## src/hdl/hvr_pkg.sv

```systemverilog
// Package for the haversine waypoint reach block.
// Fixed-point constants, cell word types and the CORDIC angle table function.
`timescale 1ns / 1ps
package hvr_pkg;

  localparam int CORDIC_STAGES = 32;
  localparam int MAX_STAGES = 40;
  localparam int NSTG = (CORDIC_STAGES < MAX_STAGES) ? CORDIC_STAGES : MAX_STAGES;
  localparam int SQ_STEPS = 31;
  localparam int LAT = 4 + NSTG + 4 + SQ_STEPS + NSTG + 3;

  localparam int AW = 36;

  localparam logic signed [AW-1:0] INV_GAIN = 36'sd652032874;
  localparam logic signed [AW-1:0] HALF_PI = 36'sd1686629713;
  localparam logic signed [AW-1:0] PI_Q30 = 36'sd3373259426;
  localparam logic signed [67:0] RADK = 68'sd2012227627;
  localparam logic signed [33:0] HALF_TURN = 34'sd1800000000;
  localparam logic signed [33:0] FULL_TURN = 34'sd3600000000;
  localparam logic signed [33:0] Q30_ONE = 34'sd1073741824;
  localparam logic [35:0] DIST_MAX = 36'd20106193000;
  localparam logic [31:0] QUARTER_PI = 32'd843314857;

  localparam logic [0:0] REG_TOL = 1'b0;
  localparam logic [0:0] REG_RADIUS = 1'b1;

  typedef struct packed {
    logic signed [AW-1:0] x;
    logic signed [AW-1:0] y;
    logic signed [AW-1:0] z;
  } cordic_t;

  typedef struct packed {
    logic [61:0] opnd;
    logic [32:0] rem;
    logic [30:0] root;
  } sq_t;

  function automatic logic [31:0] atan_q30(input int i);
    logic [63:0] sum;
    logic [63:0] term;
    int k;
    sum = 64'd0;
    if (i == 0) begin
      return QUARTER_PI;
    end
    for (k = 0; i * (2 * k + 1) <= 62; k++) begin
      term = (64'd1 << (62 - i * (2 * k + 1))) / 64'(2 * k + 1);
      if (k % 2 == 1) begin
        sum = sum - term;
      end else begin
        sum = sum + term;
      end
    end
    return 32'((sum + 64'h8000_0000) >> 32);
  endfunction

  // round half away from zero, then shift
  function automatic logic signed [67:0] rnd(input logic signed [67:0] v, input int s);
    logic signed [67:0] t;
    t = v + (68'sd1 <<< (s - 1));
    if (v[67]) begin
      t = t - 68'sd1;
    end
    return t >>> s;
  endfunction

  function automatic logic signed [33:0] wrap_turn(input logic signed [33:0] d);
    logic signed [33:0] r;
    r = d;
    if (d >= HALF_TURN) begin
      r = d - FULL_TURN;
    end else if (d < -HALF_TURN) begin
      r = d + FULL_TURN;
    end
    return r;
  endfunction

endpackage

```

## src/hdl/hvr_sqrt_cell.sv

```systemverilog
// One restoring square-root cell: consumes two operand bits, yields one root bit.
// Depends on hvr_pkg.
`timescale 1ns / 1ps
module hvr_sqrt_cell (
  input  logic clk,
  input  logic en,
  input  hvr_pkg::sq_t d,
  output hvr_pkg::sq_t q
);
  import hvr_pkg::*;

  logic [34:0] rem_sh;
  logic [34:0] trial;
  logic take;

  always_comb begin
    rem_sh = {d.rem, d.opnd[61:60]};
    trial = {2'b00, d.root, 2'b01};
    take = rem_sh >= trial;
  end

  always_ff @(posedge clk) begin
    if (en) begin
      q.opnd <= {d.opnd[59:0], 2'b00};
      q.rem <= take ? 33'(rem_sh - trial) : rem_sh[32:0];
      q.root <= {d.root[29:0], take};
    end
  end
endmodule

```

## config.mk

```make
export PLATFORM = sky130hd
export DESIGN_NAME = hvr_sqrt_cell
export DESIGN_NICKNAME = d
export VERILOG_FILES = /design/src/hdl/hvr_pkg.sv /design/src/hdl/hvr_sqrt_cell.sv
export SDC_FILE = /design/constraint.sdc
export NUM_CORES = 1
export LEC_CHECK = 0
export ABC_CLOCK_PERIOD_IN_PS = 4300
export BUFFER_PORTS_ARGS = -buffer_cell sky130_fd_sc_hd__buf_2
export CORE_MARGIN = 10
export CORE_UTILIZATION = 49
export CTS_CLUSTER_SIZE = 28
export DETAILED_ROUTE_END_ITERATION = 7
export PLACE_DENSITY = 0.8
export SKIP_LAST_GASP = 1
export SLEW_MARGIN = 10
export SYNTH_ARGS = -nofsm -noshare
export SYNTH_HDL_FRONTEND = slang
export SYNTH_SLANG_ARGS = --single-unit
```

## constraint.sdc

```tcl
create_clock -name clk -period 4.3 [get_ports clk]
set_input_delay 0.86 -clock clk [delete_from_list [all_inputs] [get_ports clk]]
set_output_delay 0.86 -clock clk [all_outputs]
set_load 0.005 [all_outputs]
```

==> Word level (Yosys, flattened, before mapping) <==
Cells that the tools add are included.
{ "word_totals": {"wordCells": 6, "register_bits": 124} }
{ "classes": {"muxes": 1, "add_sub_neg": 1, "magnitude_cmp": 1} }
{ "op_table": {"columns": ["op", "count"], "rows": [
  ["35-bit by 33-bit >= comparator with 1-bit output", 1],
  ["33-bit 2-to-1 mux", 1],
  ["33-bit subtractor", 1]
]} }

==> Logic depth before layout (Yosys ltp) <==
Gate-level depths: netlist (run 1).
{ "logic_depth": {"word_depth": 2, "depth_mapped": 14} }

==> Least setup slack after synthesis (run 1) <==
No wires, ideal clock.
{ "synth_path": {"kind": "input-to-reg", "from": "input d[30] (netlist name)", "to": "register q[40] (netlist name) (data pin)", "arrival_time_ns": 3.025, "stages": 12, "t_required_ns": 4.040, "path_buffers": 3, "slack_ns": 1.015, "setup_ns": 0.260, "cell_sequence": "inv_1 ha_1 nor3b_2 nand4_1 or4_1 o21a_1 buf_6 o21a_4 buf_12 inv_12 buf_12 mux2_4"} }
{ "synth_via": {"elab_chain_len": 2} }
{ "synth_rtl": {"columns": ["element", "line", "source"], "rows": [
  ["start, declared", "hvr_sqrt_cell.sv:7", "input hvr_pkg::sq_t d,"],
  ["35-bit by 33-bit >= comparator with 1-bit output", "hvr_sqrt_cell.sv:19", "take = rem_sh >= trial;"],
  ["33-bit 2-to-1 mux", "hvr_sqrt_cell.sv:25", "q.rem <= take ? 33'(rem_sh - trial) : rem_sh[32:0];"],
  ["end, declared", "hvr_sqrt_cell.sv:8", "output hvr_pkg::sq_t q"]
]} }
Every way passes these cells.
A chain may end at the register's enable or synchronous reset.

==> Final worst setup path (run 1) <==
{ "layout_path": {"from": "input d[12] (netlist name)", "to": "register q[39] (netlist name) (data pin)"} }
The elaborated chain is that of the path after synthesis.

==> out/summary.txt, run 1 <==
total number of vias: 5,130
initial antenna violation count: 6
I/O Pins: 254
gr ovfl total: 0
Sequential cell area: 3720 µm²
Die Y: 135 µm
Final Setup Violations: 0
Fmax: 0.305 GHz
period utilization: 0.761
Top Layer Used: met5
biggest regs: q (124)
CORE AREA: 12,800 µm²
element type at the critical path start: primary input
main area contributors after synthesis: edfxtp_1 57%, ha_1 6.4%, mux2_4 4.2%
Hold Path Origin: d[89]
share of cells above drive strength 1: 0.403
Initial DRC Count: 244
#FFs+latches synth: 124
Root Buffer Master: clkbuf_16
Largest register FFs: 124
leakage power: 3.71 nW
Layout Area Growth over Synthesis: 29.8%
nets@finish: 933
Initial Util: 0.508
Yosys cell types: 60
CP cell instances: buf_2 -> inv_1 -> ha_1 -> nand4_2 -> nor2_1 -> nand3_1 -> o2111ai_2 -> a41oi_4 -> o21a_4 -> inv_12 -> mux2_2
Top reg by flops: q
outcome: finished clean
drt pass-1 iters: 6
hold buffer count at CTS: 0
Crit-path slowest cell: ha_1
Routed Antenna Nets: 0
max-slew violation count: 0
largest net degree at the start of global routing: 80
# H-tree levels: 4
Hold Path Sink: q[91]
FFs w/ async S/R, synth: 0
top-count cell post-synth: edfxtp_1
length of routed wiring on met1: 8100 µm
number of fill cells: 996
minimum clock period: 3.27 ns
DR WL met3: 1740 µm
peak supply drop: 0.000222 V
Yosys top cell area share: 0.574
clk buf depth: 2
Syn Std Cell Area: 6490 µm²
final hold violation count: 0
die area: 18,300 µm²
slew margin rel.: 0.368
Post-Route WL: 20,000 µm
Post-Place Cell Area: 7850 µm²
DRC: 0
worst slack, placed: 0.607 ns
Tightest Pin Transition: 0.947 ns
total CTS buffers: 17
RD Place Congestion: 0.957
critical path peak fanout: 26
unrepaired setup endpoints after global routing: no
vias per std cell: 5.35
# rows: 41
syn_area_per_cell: 12.7 µm²
global-route wire length before repair: 29,900 µm
clock slew at reported path FFs: 0.05 ns
primary flip-flop cell chosen by synthesis mapping: edfxtp_1
post-CTS setup buffer count: 0
fin worst setup slack: 1.03 ns
WL/cell: 20.9 µm
met2 WL: 9980 µm
CP required: 4.46 ns
CTS sink cnt: 124
hold depth: 1
post-synthesis sequential area ratio: 0.574
largest area contributor in the netlist: edfxtp_1
top post-synthesis cells by count: 124 x edfxtp_1, 50 x inv_1, 37 x a21oi_1
final setup TNS: 0 ns
Post-synth EDFFs: 124
Syn Inst Count: 513
Design Area, Final: 8420 µm²
Global Route Usage Sum: 0.211
Die X: 135 µm
Max Cap Violations: 0
dpl hpwl: 16,300 µm
WHS: 0.619 ns
crit end category: flip-flop
multi-input logic area: 2440 µm²
CTS tree: built
Syn. warnings: 0
Post-CTS Resized: 0
final core utilization: 0.660
Hold Path Class: in -> reg
PD cells: 425 nW/µm²
arrival time of the worst setup path: 3.44 ns
CP max stage delay: 0.45 ns
Setup Crit Path Kind: in -> reg
PortBufs: 251
vias in the first global route: 5,160
## report_power, final
group | internal [mW] | switching (mW) | total (mW)
Clock | 0.894 | 0.485 | 1.38
Sequential | 1.48 | 0.0293 | 1.51
Combinational | 0.318 | 0.372 | 0.690
## critical path: cells and delay by family
family / cells / cell delay (ns)
adder cells (fa/ha/maj): 1 / 0.45
AO/OA/AOI/OAI: 3 / 0.92
buffers and inverters: 3 / 0.32
AND/OR/NAND/NOR: 3 / 0.51
multiplexers: 1 / 0.35
## cells in the final DEF (no fill, tap or decap), types with 7 or more instances in the layout
cell type,n
buf_2,250
edfxtp_1,124
inv_1,50
a21oi_1,37
ha_1,33
nand2_1,30
nor2_1,27
xnor2_1,22
o21ai_0,20
mux2_4,18
clkbuf_16,17
nand3_1,12
nor3_1,11
o211ai_1,10
o21a_1,7
## metrics by stage
step	instances	power (mW)
floorplan	514	1.92
global placement	925	2.21
detailed placement	925	2.23
CTS	954	3.60
global route	957	3.73
finish	958	3.58
## cell type report
type,instances,share of cell area
clock inverters,9,0.0147
multi-input cells,325,0.289
inverters,51,0.0242
flip-flops and latches,124,0.442
well taps,172,0.0255
clock buffers,20,0.0518
repair buffers,253,0.151
diodes,4,0.00119
## layer usage
layer | up-vias | track usage
met4 | 4 | 0.0568
met3 | 18 | 0.0757
li1 | 2451 | -
met1 | 2432 | 0.250
met5 | - | 0
met2 | 225 | 0.355
## worst max-delay path by stage
stage	start	to
after global placement	d[13]	q[39]
after detailed placement	d[13]	q[37]
after floorplan	d[30]	q[40]
after CTS	d[13]	q[37]
final	d[12]	q[39]
after global routing	d[19]	q[38]
## logic make-up (layout without fill, tap and decap cells)
group,count (synthesis),in the layout,share of synthesized area
AO/OA/AOI/OAI,127,127,0.136
flip-flops,124,124,0.574
other,1,6,0.000578
AND/OR/NAND/NOR,111,111,0.0837
adder cells (fa/ha/maj),33,33,0.0636
buffers and inverters,65,333,0.0515
XOR/XNOR,24,24,0.0324
multiplexers,28,28,0.0582
(Power assumes the default switching activity.)
==> run 2: changes to the inputs <==
--- a/config.mk
+++ b/config.mk
@@ -5,13 +5,14 @@
 export SDC_FILE = /design/constraint.sdc
 export NUM_CORES = 1
 export LEC_CHECK = 0
-export ABC_CLOCK_PERIOD_IN_PS = 4300
+export ABC_AREA = 1
+export ABC_CLOCK_PERIOD_IN_PS = 3200
 export BUFFER_PORTS_ARGS = -buffer_cell sky130_fd_sc_hd__buf_2
 export CORE_MARGIN = 10
-export CORE_UTILIZATION = 49
+export CORE_UTILIZATION = 51
 export CTS_CLUSTER_SIZE = 28
 export DETAILED_ROUTE_END_ITERATION = 7
-export PLACE_DENSITY = 0.8
+export PLACE_DENSITY = 0.82
 export SKIP_LAST_GASP = 1
 export SLEW_MARGIN = 10
 export SYNTH_ARGS = -nofsm -noshare
==> constraint.sdc (replaced) <==
create_clock -name clk -period 3.2 [get_ports clk]
set_input_delay 0.64 -clock clk [delete_from_list [all_inputs] [get_ports clk]]
set_output_delay 0.64 -clock clk [all_outputs]
set_load 0.005 [all_outputs]
==> run 2 against run 1 <==
Net effect:
- via count grew 23%
- sequential cell count is the same
- final cell count is 32% higher
- cell area rose by 7.8%
- global-route usage is 1.5 points higher
- largest cell class unchanged
- clock-buffer cell count decreased by 2
- synthesized area grew 8.8%
- critical path depth up 4
- clock power up 36%
==> out/summary.txt, run 2 <==
outcome: finished clean
Post-Place Cell Area: 8510 µm²
final hold violation count: 0
Die Y: 138 µm
dpl hpwl: 17,900 µm
commonest non-fill, non-tap cell in the layout: nand2_1
Initial DRC Count: 482
CORE AREA: 13,400 µm²
drt pass-1 iters: 5
total CTS buffers: 17
Root Buffer Master: clkbuf_16
unrepaired setup endpoints after global routing: no
Layout Area Growth over Synthesis: 28.7%
Largest register FFs: 124
clock slew at reported path FFs: 0.06 ns
Yosys top cell area share: 0.527
Worst path depth: 15
Setup Crit Path Kind: in -> reg
Post-synth EDFFs: 124
# rows: 42
clk buf depth: 2
PortBufs: 251
post-synthesis sequential area ratio: 0.527
gr ovfl total: 0
Top reg by flops: q
syn_area_per_cell: 8.67 µm²
FFs w/ async S/R, synth: 0
arrival time of the worst setup path: 2.53 ns
Hold Path Class: in -> reg
largest net degree at the start of global routing: 41
DRC: 0
vias in the first global route: 6,069
top-count cell post-synth: nand2_1
WHS: 0.394 ns
leakage power: 4.79 nW
share of cells above drive strength 1: 0.299
Max Cap Violations: 0
most used cell, CP: nand2_1
Tightest Pin Transition: 0.565 ns
Post-CTS Resized: 0
# diodes: 0
initial antenna violation count: 0
biggest regs: q (124)
period utilization: 0.735
Yosys cell types: 32
#FFs+latches synth: 124
Post-Route WL: 22,200 µm
Final Setup Violations: 0
Initial Util: 0.527
CTS tree: built
peak supply drop: 0.000298 V
CP max stage delay: 0.38 ns
placed instance count: 1,237
critical path buffer and inverter count: 4
RD Place Congestion: 0.957
crit end category: flip-flop
most frequent cells in the layout: 291 x nand2_1, 250 x buf_2, 156 x inv_1
Syn Std Cell Area: 7060 µm²
final setup TNS: 0 ns
primary flip-flop cell chosen by synthesis mapping: edfxtp_1
die area: 19,000 µm²
Switch Pwr: 1.33 mW
Comb pwr share: 0.193
critical path peak fanout: 35
global-route wire length before repair: 32,700 µm
CP required: 3.37 ns
top post-synthesis cells by count: 291 x nand2_1, 156 x inv_1, 124 x edfxtp_1
Die X: 138 µm
slew margin rel.: 0.623
Syn Inst Count: 814
post-CTS setup buffer count: 0
I/O Pins: 254
Routed Antenna Nets: 0
hold buffer count at CTS: 0
largest area contributor in the netlist: edfxtp_1
sw frac: 0.276
crit-path leading delay family: simple AND/OR/NAND/NOR gates
CP cell instances: buf_2 -> inv_1 -> ha_1 -> nand2_2 -> inv_2 -> nand2_1 -> nand2_1 -> inv_2 -> nand2_1 -> nand2_1 -> nand3_2 -> nand2_4 -> nand2_8 -> nand3_2 -> nand2_1
Clock power frac: 0.387
Design Area, Final: 9080 µm²
Finished Layout Cells: 1,269
main area contributors after synthesis: edfxtp_1 53%, nand2_1 15%, inv_1 8.3%
Fmax: 0.425 GHz
vias per std cell: 4.96
hold depth: 1
max-slew violation count: 0
total internal power: 3.49 mW
minimum clock period: 2.35 ns
WL/cell: 17.5 µm
nets@finish: 1,241
CTS sink cnt: 124
register share of total power: 0.420
Global Route Usage Sum: 0.227
Crit-path slowest cell: ha_1
element type at the critical path start: primary input
Syn. warnings: 0
# H-tree levels: 4
PD cells: 531 nW/µm²
total number of vias: 6,289
==> run 2: changes by cell type in the layout (fill, tap and decap cells not counted), sizes merged, moves of 22 or more <==
cell | previous run | this run
inv | 51 | 167
nand2 | 30 | 297
nand3 | 12 | 74
mux2 | 24 | 0
o21ai | 23 | 1
==> run 2: power by group through the flow <==
stage	clock network [mW]	logic, mW	registers, mW
after floorplan	0	0.472	2.08
after global placement	0	0.918	2.04
after detailed placement	0	0.933	2.05
after CTS	1.89	0.941	2.02
after global routing	1.96	1.04	2.03
final	1.87	0.932	2.02
==> run 2: final timing paths <==
kind              startpoint  endpoint  slack [ns]
setup / recovery        d[7]     q[55]        0.85
hold / removal         d[82]     q[84]        0.39
==> run 2: layout make-up <==
cell class | instances | area, µm²
Timing Repair Buffer | 257 | 1320
Sequential cell | 124 | 3720
Tap cell | 176 | 220
Inverter | 165 | 619
Clock inverter | 14 | 145
Multi-Input combinational cell | 515 | 2630
Fill cell | 1134 | 4320
Clock buffer | 18 | 429
==> run 2: stage by stage <==
stage,utilization,power [mW],setup WS [ns]
final,0.678,4.82,0.847
after floorplan,-,2.55,0.962
after CTS,0.678,4.85,0.871
after global routing,0.678,5.04,0.680
after global placement,0.635,2.96,0.435
after detailed placement,0.635,2.99,0.432
==> run 2: cell families after synthesis <==
logic type | count (synthesis) | share of synthesized area
simple gates | 443 | 0.279
buf+inv | 176 | 0.101
flops | 124 | 0.527
fa+ha+maj | 33 | 0.0585
compound gates | 23 | 0.0170
xor+xnor | 14 | 0.0174
other cells | 1 | 0.000531
==> run 2: per-layer routing <==
layer | up-vias | part of all wire | GRT usage
met5 | - | 0 | 0
met1 | 2885 | 0.40 | 0.267
li1 | 3118 | - | -
met2 | 264 | 0.50 | 0.393
met3 | 22 | 0.089 | 0.0677
met4 | 0 | 0.013 | 0.0585
==> run 3: changes to the inputs <==
--- a/config.mk
+++ b/config.mk
@@ -5,14 +5,14 @@
 export SDC_FILE = /design/constraint.sdc
 export NUM_CORES = 1
 export LEC_CHECK = 0
-export ABC_AREA = 1
-export ABC_CLOCK_PERIOD_IN_PS = 3200
+export ABC_AREA = 0
+export ABC_CLOCK_PERIOD_IN_PS = 2440
 export BUFFER_PORTS_ARGS = -buffer_cell sky130_fd_sc_hd__buf_2
 export CORE_MARGIN = 10
-export CORE_UTILIZATION = 51
+export CORE_UTILIZATION = 49
 export CTS_CLUSTER_SIZE = 28
 export DETAILED_ROUTE_END_ITERATION = 7
-export PLACE_DENSITY = 0.82
+export PLACE_DENSITY = 0.8
 export SKIP_LAST_GASP = 1
 export SLEW_MARGIN = 10
 export SYNTH_ARGS = -nofsm -noshare
==> constraint.sdc (replaced) <==
create_clock -name clk -period 2.44 [get_ports clk]
set_input_delay 0.488 -clock clk [delete_from_list [all_inputs] [get_ports clk]]
set_output_delay 0.488 -clock clk [all_outputs]
set_load 0.005 [all_outputs]
==> run 3 against run 2 <==
Net effect:
- critical path type unchanged
- global-route usage hardly changed
- clock-buffer cell count down 1
- core utilization grew 12 points
- sequential cell count unchanged
- final cell count fell by 14%
- sequential share of layout area decreased by 4.2 points
- clock power up 47%
- combinational power grew 78%
- the run now ends with setup timing left
- die area is 3.7% lower
- non-clock buffer count increased by 132
- first-iteration DRC count fell by 33%
==> out/summary.txt, run 3 (synthesis results as in run 1) <==
fin worst setup slack: -0.0795 ns
Clock power frac: 0.389
die area: 18,300 µm²
# H-tree levels: 4
Hold Path Class: in -> reg
Top reg by flops: q
crit-path leading delay family: compound AO/OA/AOI/OAI gates
gr ovfl total: 0
critical path peak fanout: 7
drt pass-1 iters: 5
outcome: finished, violations left
vias in the first global route: 5,855
Power, Total: 7.08 mW
final hold violation count: 0
Tightest Pin Transition: 0.642 ns
dpl hpwl: 17,300 µm
total internal power: 5.28 mW
initial antenna violation count: 1
CTS tree: built
slew margin rel.: 0.568
total number of vias: 5,773
nets@finish: 1,071
crit end category: flip-flop
Max Cap Violations: 0
period utilization: 1.03
Root Buffer Master: clkbuf_16
largest net degree at the start of global routing: 47
commonest non-fill, non-tap cell in the layout: buf_2
Routed Antenna Nets: 0
# rows: 41
Crit-path slowest cell: mux2_4
most frequent cells in the layout: 249 x buf_2, 130 x buf_4, 124 x edfxtp_1
CP max stage delay: 0.30 ns
vias per std cell: 5.27
# diodes: 0
Die Y: 135 µm
max-slew violation count: 0
RD Place Congestion: 0.943
Setup Crit Path Kind: in -> reg
PD cells: 699 nW/µm²
Fmax: 0.397 GHz
Comb pwr share: 0.235
failing checks: setup timing
unrepaired setup endpoints after global routing: yes
total CTS buffers: 17
Global Route Usage Sum: 0.227
leakage power: 4.48 nW
biggest regs: q (124)
register share of total power: 0.376
critical path buffer and inverter count: 4
Initial DRC Count: 323
Die X: 135 µm
sw frac: 0.254
Final Setup Violations: 30
Initial Util: 0.508
I/O Pins: 254
Largest register FFs: 124
arrival time of the worst setup path: 2.68 ns
peak supply drop: 0.000374 V
Switch Pwr: 1.80 mW
WL/cell: 20.6 µm
Layout Area Growth over Synthesis: 56.1%
share of cells above drive strength 1: 0.548
clk buf depth: 2
clock slew at reported path FFs: 0.06 ns
element type at the critical path start: primary input
global-route wire length before repair: 32,200 µm
DRC: 0
CP required: 2.60 ns
CP cell instances: buf_8 -> inv_4 -> ha_4 -> a211oi_4 -> o311ai_2 -> a21oi_2 -> o2111ai_2 -> a41oi_4 -> o21a_4 -> buf_12 -> clkinv_16 -> mux2_4
CORE AREA: 12,800 µm²
minimum clock period: 2.52 ns
WHS: 0.250 ns
hold buffer count at CTS: 0
PortBufs: 251
number of fill cells: 804
Post-Route WL: 22,500 µm
CTS sink cnt: 124
[run 3: timing repair]
item / 4_1_cts / 5_1_grt
cloned: 0 / 2
endpoints found under the setup margin: 8 / 30
resized for setup: 3 / 38
setup buffers: 0 / 10
pin swaps: 0 / 14
[run 3: final cells by class]
cell class              count  area [µm²]  share of cell area
repair buffers            389        2400               0.237
repair inverters            2        27.5             0.00272
flip-flops and latches    124        3720               0.368
clock buffers              17         425              0.0420
multi-input cells         325        2880               0.285
inverters                  51         235              0.0232
clock inverters            15         219              0.0216
well taps                 172         215              0.0212
[run 3: worst paths after layout]
kind  slack [ns]   from  cells past startpoint    end
min         0.25  d[85]                      1  q[87]
max        -0.08  d[18]                     12  q[47]
[run 3: power groups by stage]
stage / Clock, mW / Combinational (mW) / Sequential [mW]
2_1_floorplan: 0 / 0.723 / 2.74
3_3_place_gp: 0 / 1.50 / 2.70
3_5_place_dp: 0 / 1.54 / 2.70
4_1_cts: 2.80 / 1.56 / 2.66
5_1_grt: 2.89 / 1.79 / 2.68
6_report: 2.75 / 1.66 / 2.66
[run 3: per-stage QoR]
| stage | TNS, ns | instances | utilization | setup WS, ns | instance area (µm²) |
|---|---|---|---|---|---|
| global placement | -12.02 | 1051 | 0.715 | -0.489 | 9130 |
| CTS | -0.0236 | 1083 | 0.767 | -0.0132 | 9790 |
| global route | -3.33 | 1095 | 0.793 | -0.221 | 10100 |
| finish | -1.03 | 1095 | 0.793 | -0.0795 | 10100 |
| floorplan | -7.98 | 514 | - | -0.355 | 6810 |
| detailed placement | -13.25 | 1051 | 0.715 | -0.543 | 9130 |
[run 3: per-layer routing]
metal  GRT usage  vias to the layer above  routed length [µm]
met5           0                        -                  13
met4      0.0772                        2                 480
met3      0.0653                       33                1960
met2       0.397                      282               11400
met1       0.259                     2731                8600
li1            -                     2725                   -
